[src/rtl/rset_pkg.sv]
package rset_pkg;

  localparam int unsigned KIND_W   = 2;
  localparam int unsigned VALUE_W  = 32;
  localparam int unsigned RND_W    = 16;
  localparam int unsigned STATUS_W = 2;
  localparam int unsigned COUNT_W  = 7;

  typedef enum logic [KIND_W-1:0] {
    KIND_INSERT = 2'd0,
    KIND_REMOVE = 2'd1,
    KIND_PICK   = 2'd2
  } kind_e;

  typedef enum logic [STATUS_W-1:0] {
    STATUS_DONE = 2'd0,
    STATUS_NOP  = 2'd1,
    STATUS_FULL = 2'd2
  } status_e;

  typedef enum logic [3:0] {
    S_IDLE,
    S_SCAN_INS,
    S_SCAN_RMV,
    S_MOVE_RD,
    S_MOVE_WR,
    S_PICK_MOD,
    S_PICK_CAP,
    S_FINISH
  } state_e;

  typedef struct packed {
    logic [KIND_W-1:0]         kind;
    logic signed [VALUE_W-1:0] item_value;
    logic [RND_W-1:0]          random_in;
  } in_item_t;

  typedef struct packed {
    logic [STATUS_W-1:0]       status;
    logic signed [VALUE_W-1:0] picked_value;
    logic [COUNT_W-1:0]        count_after;
  } out_item_t;

  typedef struct packed {
    logic    load;
    logic    scan;
    logic    append;
    logic    last_rd;
    logic    move_wr;
    logic    pick_rd;
    logic    pick_cap;
    logic    set_status;
    status_e status;
    logic    out_load;
  } cmd_t;

  typedef struct packed {
    logic scan_done;
    logic hit;
    logic full;
    logic empty;
    logic mod_done;
    logic out_free;
  } sts_t;

endpackage

[src/rtl/rset_ram.sv]
module rset_ram #(
  parameter int unsigned WIDTH = 32,
  parameter int unsigned DEPTH = 64
) (
  input  logic                     clk_i,
  input  logic                     we_i,
  input  logic [$clog2(DEPTH)-1:0] waddr_i,
  input  logic [WIDTH-1:0]         wdata_i,
  input  logic                     re_i,
  input  logic [$clog2(DEPTH)-1:0] raddr_i,
  output logic [WIDTH-1:0]         rdata_o
);

  logic [WIDTH-1:0] mem_q [DEPTH];
  logic [WIDTH-1:0] rdata_q;

  always_ff @(posedge clk_i) begin
    if (we_i) begin
      mem_q[waddr_i] <= wdata_i;
    end
    if (re_i) begin
      rdata_q <= mem_q[raddr_i];
    end
  end

  assign rdata_o = rdata_q;

endmodule

[src/rtl/rset_mod.sv]
module rset_mod #(
  parameter int unsigned CAPACITY = 64
) (
  input  logic                            clk_i,
  input  logic                            rst_ni,
  input  logic                            start_i,
  input  logic [rset_pkg::RND_W-1:0]      dividend_i,
  input  logic [$clog2(CAPACITY+1)-1:0]   divisor_i,
  output logic                            done_o,
  output logic [$clog2(CAPACITY+1)-1:0]   rem_o
);

  localparam int unsigned CW = $clog2(CAPACITY + 1);
  localparam int unsigned NW = $clog2(rset_pkg::RND_W + 1);

  logic [CW-1:0]              rem_q, rem_d;
  logic [rset_pkg::RND_W-1:0] shift_q, shift_d;
  logic [NW-1:0]              cnt_q, cnt_d;
  logic [CW:0]                trial;

  // one restoring step per cycle, msb first
  always_comb begin
    trial   = {rem_q, shift_q[rset_pkg::RND_W-1]};
    rem_d   = rem_q;
    shift_d = shift_q;
    cnt_d   = cnt_q;
    if (start_i) begin
      rem_d   = '0;
      shift_d = dividend_i;
      cnt_d   = NW'(rset_pkg::RND_W);
    end else if (cnt_q != '0) begin
      if (trial >= {1'b0, divisor_i}) begin
        rem_d = CW'(trial - {1'b0, divisor_i});
      end else begin
        rem_d = CW'(trial);
      end
      shift_d = {shift_q[rset_pkg::RND_W-2:0], 1'b0};
      cnt_d   = cnt_q - NW'(1);
    end
  end

  always_ff @(posedge clk_i or negedge rst_ni) begin
    if (!rst_ni) begin
      cnt_q <= '0;
    end else begin
      cnt_q <= cnt_d;
    end
  end

  always_ff @(posedge clk_i) begin
    rem_q   <= rem_d;
    shift_q <= shift_d;
  end

  assign done_o = (cnt_q == '0);
  assign rem_o  = rem_q;

endmodule

[src/rtl/rset_ctrl.sv]
module rset_ctrl (
  input  logic                          clk_i,
  input  logic                          rst_ni,
  input  logic                          in_valid_i,
  input  logic [rset_pkg::KIND_W-1:0]   in_kind_i,
  input  rset_pkg::sts_t                sts_i,
  output rset_pkg::cmd_t                cmd_o,
  output logic                          in_stall_o
);

  rset_pkg::state_e state_q, state_d;

  always_comb begin
    state_d = state_q;
    case (state_q)
      rset_pkg::S_IDLE: begin
        if (in_valid_i) begin
          if (in_kind_i == rset_pkg::KIND_INSERT) begin
            state_d = rset_pkg::S_SCAN_INS;
          end else if (in_kind_i == rset_pkg::KIND_REMOVE) begin
            state_d = rset_pkg::S_SCAN_RMV;
          end else if (in_kind_i == rset_pkg::KIND_PICK) begin
            state_d = rset_pkg::S_PICK_MOD;
          end else begin
            state_d = rset_pkg::S_FINISH;
          end
        end
      end
      rset_pkg::S_SCAN_INS: begin
        if (sts_i.scan_done) begin
          state_d = rset_pkg::S_FINISH;
        end
      end
      rset_pkg::S_SCAN_RMV: begin
        if (sts_i.scan_done) begin
          state_d = sts_i.hit ? rset_pkg::S_MOVE_RD : rset_pkg::S_FINISH;
        end
      end
      rset_pkg::S_MOVE_RD: state_d = rset_pkg::S_MOVE_WR;
      rset_pkg::S_MOVE_WR: state_d = rset_pkg::S_FINISH;
      rset_pkg::S_PICK_MOD: begin
        if (sts_i.empty) begin
          state_d = rset_pkg::S_FINISH;
        end else if (sts_i.mod_done) begin
          state_d = rset_pkg::S_PICK_CAP;
        end
      end
      rset_pkg::S_PICK_CAP: state_d = rset_pkg::S_FINISH;
      rset_pkg::S_FINISH: begin
        if (sts_i.out_free) begin
          state_d = rset_pkg::S_IDLE;
        end
      end
      default: state_d = rset_pkg::S_IDLE;
    endcase
  end

  always_comb begin
    cmd_o      = '0;
    cmd_o.status = rset_pkg::STATUS_NOP;
    in_stall_o = 1'b1;
    case (state_q)
      rset_pkg::S_IDLE: begin
        in_stall_o = 1'b0;
        cmd_o.load = in_valid_i;
      end
      rset_pkg::S_SCAN_INS: begin
        cmd_o.scan = !sts_i.scan_done;
        if (sts_i.scan_done && !sts_i.hit) begin
          cmd_o.set_status = 1'b1;
          if (sts_i.full) begin
            cmd_o.status = rset_pkg::STATUS_FULL;
          end else begin
            cmd_o.status = rset_pkg::STATUS_DONE;
            cmd_o.append = 1'b1;
          end
        end
      end
      rset_pkg::S_SCAN_RMV: cmd_o.scan = !sts_i.scan_done;
      rset_pkg::S_MOVE_RD:  cmd_o.last_rd = 1'b1;
      rset_pkg::S_MOVE_WR: begin
        cmd_o.move_wr    = 1'b1;
        cmd_o.set_status = 1'b1;
        cmd_o.status     = rset_pkg::STATUS_DONE;
      end
      rset_pkg::S_PICK_MOD: cmd_o.pick_rd = !sts_i.empty && sts_i.mod_done;
      rset_pkg::S_PICK_CAP: begin
        cmd_o.pick_cap   = 1'b1;
        cmd_o.set_status = 1'b1;
        cmd_o.status     = rset_pkg::STATUS_DONE;
      end
      rset_pkg::S_FINISH: cmd_o.out_load = sts_i.out_free;
      default: cmd_o = '0;
    endcase
  end

  always_ff @(posedge clk_i or negedge rst_ni) begin
    if (!rst_ni) begin
      state_q <= rset_pkg::S_IDLE;
    end else begin
      state_q <= state_d;
    end
  end

endmodule

[src/rtl/rset_dp.sv]
module rset_dp #(
  parameter int unsigned CAPACITY = 64
) (
  input  logic                clk_i,
  input  logic                rst_ni,
  input  rset_pkg::cmd_t      cmd_i,
  output rset_pkg::sts_t      sts_o,
  input  rset_pkg::in_item_t  in_data_i,
  output logic                out_valid_o,
  input  logic                out_stall_i,
  output rset_pkg::out_item_t out_data_o
);

  localparam int unsigned CW = $clog2(CAPACITY + 1);
  localparam int unsigned AW = $clog2(CAPACITY);

  logic [rset_pkg::VALUE_W-1:0]  value_q;
  logic [CW-1:0]                 count_q, count_d;
  logic [CW-1:0]                 scan_idx_q, scan_idx_d;
  logic                          cmp_vld_q, cmp_vld_d;
  logic [AW-1:0]                 cmp_idx_q;
  logic                          hit_q, hit_d;
  logic [AW-1:0]                 hit_pos_q, hit_pos_d;
  logic [rset_pkg::STATUS_W-1:0] status_q;
  logic [rset_pkg::VALUE_W-1:0]  picked_q;
  logic                          out_valid_q;
  rset_pkg::out_item_t           out_q;

  logic                          scan_issue;
  logic                          ram_we, ram_re;
  logic [AW-1:0]                 ram_waddr, ram_raddr;
  logic [rset_pkg::VALUE_W-1:0]  ram_wdata, ram_rdata;
  logic                          mod_done;
  logic [CW-1:0]                 mod_rem;

  rset_ram #(
    .WIDTH (rset_pkg::VALUE_W),
    .DEPTH (CAPACITY)
  ) u_store (
    .clk_i   (clk_i),
    .we_i    (ram_we),
    .waddr_i (ram_waddr),
    .wdata_i (ram_wdata),
    .re_i    (ram_re),
    .raddr_i (ram_raddr),
    .rdata_o (ram_rdata)
  );

  rset_mod #(
    .CAPACITY (CAPACITY)
  ) u_mod (
    .clk_i      (clk_i),
    .rst_ni     (rst_ni),
    .start_i    (cmd_i.load),
    .dividend_i (in_data_i.random_in),
    .divisor_i  (count_q),
    .done_o     (mod_done),
    .rem_o      (mod_rem)
  );

  assign scan_issue = cmd_i.scan && !hit_q && (scan_idx_q < count_q);

  always_comb begin
    ram_re    = scan_issue || cmd_i.last_rd || cmd_i.pick_rd;
    ram_raddr = AW'(scan_idx_q);
    if (cmd_i.last_rd) begin
      ram_raddr = AW'(count_q - CW'(1));
    end else if (cmd_i.pick_rd) begin
      ram_raddr = AW'(mod_rem);
    end
    ram_we    = cmd_i.append || cmd_i.move_wr;
    ram_waddr = cmd_i.move_wr ? hit_pos_q : AW'(count_q);
    ram_wdata = cmd_i.move_wr ? ram_rdata : value_q;
  end

  // search pipeline: issue one read per cycle, compare on the next
  always_comb begin
    scan_idx_d = scan_idx_q;
    cmp_vld_d  = scan_issue;
    hit_d      = hit_q;
    hit_pos_d  = hit_pos_q;
    count_d    = count_q;
    if (scan_issue) begin
      scan_idx_d = scan_idx_q + CW'(1);
    end
    if (cmp_vld_q && !hit_q && (ram_rdata == value_q)) begin
      hit_d     = 1'b1;
      hit_pos_d = cmp_idx_q;
    end
    if (cmd_i.load) begin
      scan_idx_d = '0;
      cmp_vld_d  = 1'b0;
      hit_d      = 1'b0;
    end
    if (cmd_i.append) begin
      count_d = count_q + CW'(1);
    end else if (cmd_i.move_wr) begin
      count_d = count_q - CW'(1);
    end
  end

  always_ff @(posedge clk_i or negedge rst_ni) begin
    if (!rst_ni) begin
      count_q     <= '0;
      scan_idx_q  <= '0;
      cmp_vld_q   <= 1'b0;
      hit_q       <= 1'b0;
      out_valid_q <= 1'b0;
    end else begin
      count_q    <= count_d;
      scan_idx_q <= scan_idx_d;
      cmp_vld_q  <= cmp_vld_d;
      hit_q      <= hit_d;
      if (cmd_i.out_load) begin
        out_valid_q <= 1'b1;
      end else if (!out_stall_i) begin
        out_valid_q <= 1'b0;
      end
    end
  end

  always_ff @(posedge clk_i) begin
    hit_pos_q <= hit_pos_d;
    cmp_idx_q <= AW'(scan_idx_q);
    if (cmd_i.load) begin
      value_q  <= in_data_i.item_value;
      status_q <= rset_pkg::STATUS_NOP;
      picked_q <= '0;
    end else begin
      if (cmd_i.set_status) begin
        status_q <= cmd_i.status;
      end
      if (cmd_i.pick_cap) begin
        picked_q <= ram_rdata;
      end
    end
    if (cmd_i.out_load) begin
      out_q.status       <= status_q;
      out_q.picked_value <= picked_q;
      out_q.count_after  <= rset_pkg::COUNT_W'(count_q);
    end
  end

  always_comb begin
    sts_o.scan_done = !cmp_vld_q && (hit_q || (scan_idx_q >= count_q));
    sts_o.hit       = hit_q;
    sts_o.full      = (count_q == CW'(CAPACITY));
    sts_o.empty     = (count_q == '0);
    sts_o.mod_done  = mod_done;
    sts_o.out_free  = !out_valid_q || !out_stall_i;
  end

  assign out_valid_o = out_valid_q;
  assign out_data_o  = out_q;

endmodule

[src/rtl/randomized_set_table.sv]
// set of distinct 32-bit values packed densely in a single-port-read store
// input channel: in_valid_i / in_stall_o / in_data_i (kind, item_value, random_in)
// output channel: out_valid_o / out_stall_i / out_data_o (status, picked_value,
// count_after); a transaction happens when valid is high and stall is low
// kinds: insert appends unless present or full, remove moves the last entry
// into the freed slot, pick returns entry (random_in mod count)
// one operation at a time; the next input transaction is taken once the
// previous result sits in the output register, even while it is stalled
// insert and remove: set by the linear search that reads one store entry per
// cycle; remove adds a read and a write state for the move
// pick: set by the 16-step bit-serial modulo unit
// pick on an empty set and other kind codes both return status 1
// reset clears the count and the handshakes; store contents need no clearing
// a stalled output holds its result and the block waits in its final state
module randomized_set_table #(
  parameter int unsigned CAPACITY = 64
) (
  input  logic                clk_i,
  input  logic                rst_ni,
  input  logic                in_valid_i,
  output logic                in_stall_o,
  input  rset_pkg::in_item_t  in_data_i,
  output logic                out_valid_o,
  input  logic                out_stall_i,
  output rset_pkg::out_item_t out_data_o
);

  rset_pkg::cmd_t cmd;
  rset_pkg::sts_t sts;

  rset_ctrl u_ctrl (
    .clk_i      (clk_i),
    .rst_ni     (rst_ni),
    .in_valid_i (in_valid_i),
    .in_kind_i  (in_data_i.kind),
    .sts_i      (sts),
    .cmd_o      (cmd),
    .in_stall_o (in_stall_o)
  );

  rset_dp #(
    .CAPACITY (CAPACITY)
  ) u_dp (
    .clk_i       (clk_i),
    .rst_ni      (rst_ni),
    .cmd_i       (cmd),
    .sts_o       (sts),
    .in_data_i   (in_data_i),
    .out_valid_o (out_valid_o),
    .out_stall_i (out_stall_i),
    .out_data_o  (out_data_o)
  );

endmodule
[config.mk]
export PLATFORM = sky130hd
export DESIGN_NAME = randomized_set_table
export DESIGN_NICKNAME = d
export VERILOG_FILES = /design/src/rtl/rset_pkg.sv /design/src/rtl/rset_ram.sv /design/src/rtl/rset_mod.sv /design/src/rtl/rset_ctrl.sv /design/src/rtl/rset_dp.sv /design/src/rtl/randomized_set_table.sv
export SDC_FILE = /design/constraint.sdc
export NUM_CORES = 2
export LEC_CHECK = 0
export ABC_CLOCK_PERIOD_IN_PS = 5050
export BUFFER_PORTS_ARGS = -buffer_cell sky130_fd_sc_hd__buf_2
export CAP_MARGIN = 15
export CORE_UTILIZATION = 42
export CTS_BUF_LIST = sky130_fd_sc_hd__clkbuf_8
export DETAILED_ROUTE_END_ITERATION = 12
export GPL_TIMING_DRIVEN = 0
export PLACE_DENSITY = 0.63
export SLEW_MARGIN = 20
export SYNTH_ARGS = -nofsm -noshare
export SYNTH_HDL_FRONTEND = slang
export SYNTH_SLANG_ARGS = --single-unit
[constraint.sdc]
create_clock -name clk_i -period 5.05 [get_ports clk_i]
set_input_delay 0.2525 -clock clk_i [delete_from_list [all_inputs] [get_ports clk_i]]
set_output_delay 0.2525 -clock clk_i [all_outputs]
set_load 0.1 [all_outputs]
==> impl_metrics.tcl <==
set metrics [dict create \
    netSwitchingPower_w 0.0319 \
    gr-total-overflow 0 \
    critPathKind "register to register" \
    mostFrequentLayoutCell "edfxtp_1" \
    via_per_inst 6.30 \
    cts_buffers 371 \
    dp.cells 8211 \
    dr_total_vias 56800 \
    coreArea_sq_um 208000 \
    status "finished, violations left" \
    path_cells "inv_1, ha_1, nor3b_4, a211oi_2, buf_6, mux2i_1, mux2i_1, buf_2, nand2_1, clkbuf_4, nor4_2, or3_1" \
    critical_path_arrival_ps 5980 \
    slowest_stage "nor4_2" \
    cts-root-buf "clkbuf_8" \
    grt_pass1_vias 53400 \
    drt-initial-drc-count 10600 \
    p_clk_share_pct 20.3 \
    die_y_um 460 \
    cp_data_required_time_ps 5840 \
    cap_violations 0 \
    async_reset_ff_share_pct 1.11 \
    grt_setup_unrepaired "yes" \
    final_layout_size_suffix_gt1_share_pct 23.4 \
    drt_first_pass_iters 9 \
    cp_top_family "simple AND/OR/NAND/NOR gates" \
    leakage_nw 35.7 \
    timing.final.max_slew_violations 0 \
    syn-num-nets 5241 \
    start_util_pct 42.4 \
    internal_power_w 0.0396 \
    grt_max_degree 65 \
    setup_violations 85 \
    antenna_found_initial 25 \
    clock_path_buffers 4 \
    multi_input_area_sq_um 20600 \
    fp.dieArea_sq_um 211000 \
    layout_min_cycle_time_ps 5200 \
    pwr-share-seq_pct 33.1 \
    fmax_ghz 0.192 \
    numClockSinks 2247 \
    endpoint_kind "register" \
    routabilityCongestion 1.03 \
    worstRegToRegCells 12 \
    routedWlPerCell_um 36.2 \
    ctsHtreeMaxLevel 5 \
    final.period_utilization_pct 103 \
    final-seq-area_sq_um 66900 \
    stdcell_count 9014 \
    synth_edf_count 2175 \
    area_delta_synth_final_pct 19.6 \
    cp-start-kind "register" \
    hold_path_depth 4 \
    yosysTopAreaCell "edfxtp_1" \
    powerDensity_nw_per_um2 680 \
    ys_warn_count 0 \
    worst_pin_slew_ps 1150 \
    yosysSeqAreaShare_pct 76.0 \
    grt_pass1_wl_um 434000 \
    layout_common_cells "2175 x edfxtp_1, 985 x nand2_1, 383 x clkbuf_8" \
    syn_avg_cell_area_sq_um 17.0 \
    fillers 16900 \
    antenna_left 0 \
    skew_ps 92.1 \
    ys_types 76 \
    fin_ws_ps -148 \
    placementRows 167 \
    vdd_drop_max_v 0.000483 \
    dp_hpwl_um 221000 \
    post-route-drc-count 0 \
    hold_violations 0 \
    hold_path_class "input port to register" \
    clkTransAtPathRegs_ps 60 \
    crit_cells 12 \
    syn-cell-area_sq_um 88000 \
    combPwrFrac_pct 46.5 \
    ios 97 \
    post-route-util_pct 50.7 \
    path_buf_inv 4 \
    ys.flop_type "edfxtp_1" \
    switching_share_pct 44.6 \
    synth_seq_cells 2247 \
    die_w_um 460 \
    netlist.area_leader.share_pct 74.2 \
    cts_tree "built" \
    nets 6026 \
    critPathMostFrequentCell "mux2i_1" \
    violations "negative setup slack" \
    grt_usage_pct 30.3 \
    clkLatencyLatePin_ps 1140 \
    maxSlewHeadroom_pct 23.0 \
    worst_path_largest_cell_delay_ps 680 \
    pre_cts_ws_ps -1900 \
    synth_area_leaders "edfxtp_1 74%, mux4_2 7.5%, nand2_1 4.3%" \
    wl_um 326000 \
    port-buffer-count 96 \
    postSynthCellCount 5166 \
    crit_fanout 10 \
]
power by group through the flow:
stage          logic, W  clock network, W  registers [W]
2_1_floorplan    0.0149                 0         0.0249
3_3_place_gp     0.0292                 0         0.0244
3_5_place_dp     0.0304                 0         0.0241
4_1_cts          0.0310            0.0145         0.0237
5_1_grt          0.0331            0.0153         0.0238
6_report         0.0333            0.0146         0.0237
cells by family after synthesis:
kind of cell | share of synthesized area, %
AO/OA/AOI/OAI | 4.39
XOR/XNOR | 0.478
adder cells (fa/ha/maj) | 0.307
buffers and inverters | 2.02
flip-flops | 76.0
multiplexers | 9.70
AND/OR/NAND/NOR | 7.13
synth_stat cells (21+ instances only):
master,n
or3_1,25
nand4_1,21
dfxtp_1,47
mux2i_1,150
buf_4,24
buf_2,42
nor2_1,154
a311oi_1,21
and3_1,61
clkbuf_1,134
mux4_2,294
a32oi_1,27
xnor2_1,29
a31oi_1,62
a21oi_1,208
a2111oi_0,38
nor3_1,46
nand2_1,1019
dfrtp_1,25
buf_1,33
o21ai_0,41
o22ai_1,35
o221ai_1,25
edfxtp_1,2175
buf_6,33
nand3_1,129
through the flow:
stage	power, W	cell area [sq um]	hold WS, ps	TNS [ps]
floorplan	0.0398	88000	-43.1	0
global placement	0.0536	92000	305	-5385950
detailed placement	0.0545	96500	307	-130130
CTS	0.0693	105000	5.59	0
global route	0.0722	105000	105	-17240
finish	0.0716	105000	111	-6490
sequential cells by signal, indices dropped and copies added (netlist names), 2 cells and up:
signal,count
u_ctrl.state_q,3
u_dp.cmp_idx_q,6
u_dp.count_q,7
u_dp.hit_pos_q,6
u_dp.out_data_o,41
u_dp.picked_q,32
u_dp.scan_idx_q,7
u_dp.status_q,2
u_dp.u_mod.cnt_q,5
u_dp.u_mod.rem_o,7
u_dp.u_mod.shift_q,16
u_dp.u_store.mem_q,2048
u_dp.u_store.rdata_o,32
u_dp.value_q,32
worst min-delay path, delay by kind of cell:
family	cells	cell delay, ps
buffers and inverters	2	720
and+or+nand+nor	2	150
per-layer routing:
metal / vias up / share of wire, % / global-route usage (%)
met1: 28800 / 35 / 37.9
li1: 21900 / - / -
met2: 4986 / 43 / 43.7
met4: 16 / 7.1 / 18.6
met3: 1108 / 15 / 12.6
met5: - / 0.10 / 0
path summary, 6_finish.rpt:
| path | slack, ps | to | startpoint |
|---|---|---|---|
| setup / recovery | -150 | u_dp.u_store.rdata_o[22] | u_dp.count_q[1] |
| hold / removal | 110 | u_dp.out_valid_o | out_stall_i |
| setup reg to reg | -150 | u_dp.u_store.rdata_o[22] | u_dp.count_q[1] |
| hold reg to reg | 400 | u_dp.hit_pos_q[5] | u_dp.cmp_idx_q[5] |
| max in group asynchronous | 4590 | u_dp.count_q[0] | rst_ni |
| min in group asynchronous | 280 | u_dp.out_valid_o | rst_ni |
final cells by class:
cell class / instances / area share (%)
Antenna cell: 21 / 0.0499
Timing Repair Buffer: 415 / 5.49
Sequential cell: 2247 / 63.5
Buffer: 282 / 1.93
Inverter: 18 / 0.0642
Clock inverter: 244 / 1.10
Clock buffer: 383 / 5.01
Tap cell: 2788 / 3.31
Multi-Input combinational cell: 2616 / 19.5
what timing repair did:
action	in CTS	in global routing
setup endpoints to repair	779	455
buffers inserted	2	50
gates resized for setup	218	87
pin swaps	2	16
hold buffers	106	0
endpoints found under the hold margin	122	0
Power figures use the tool's default switching activity.
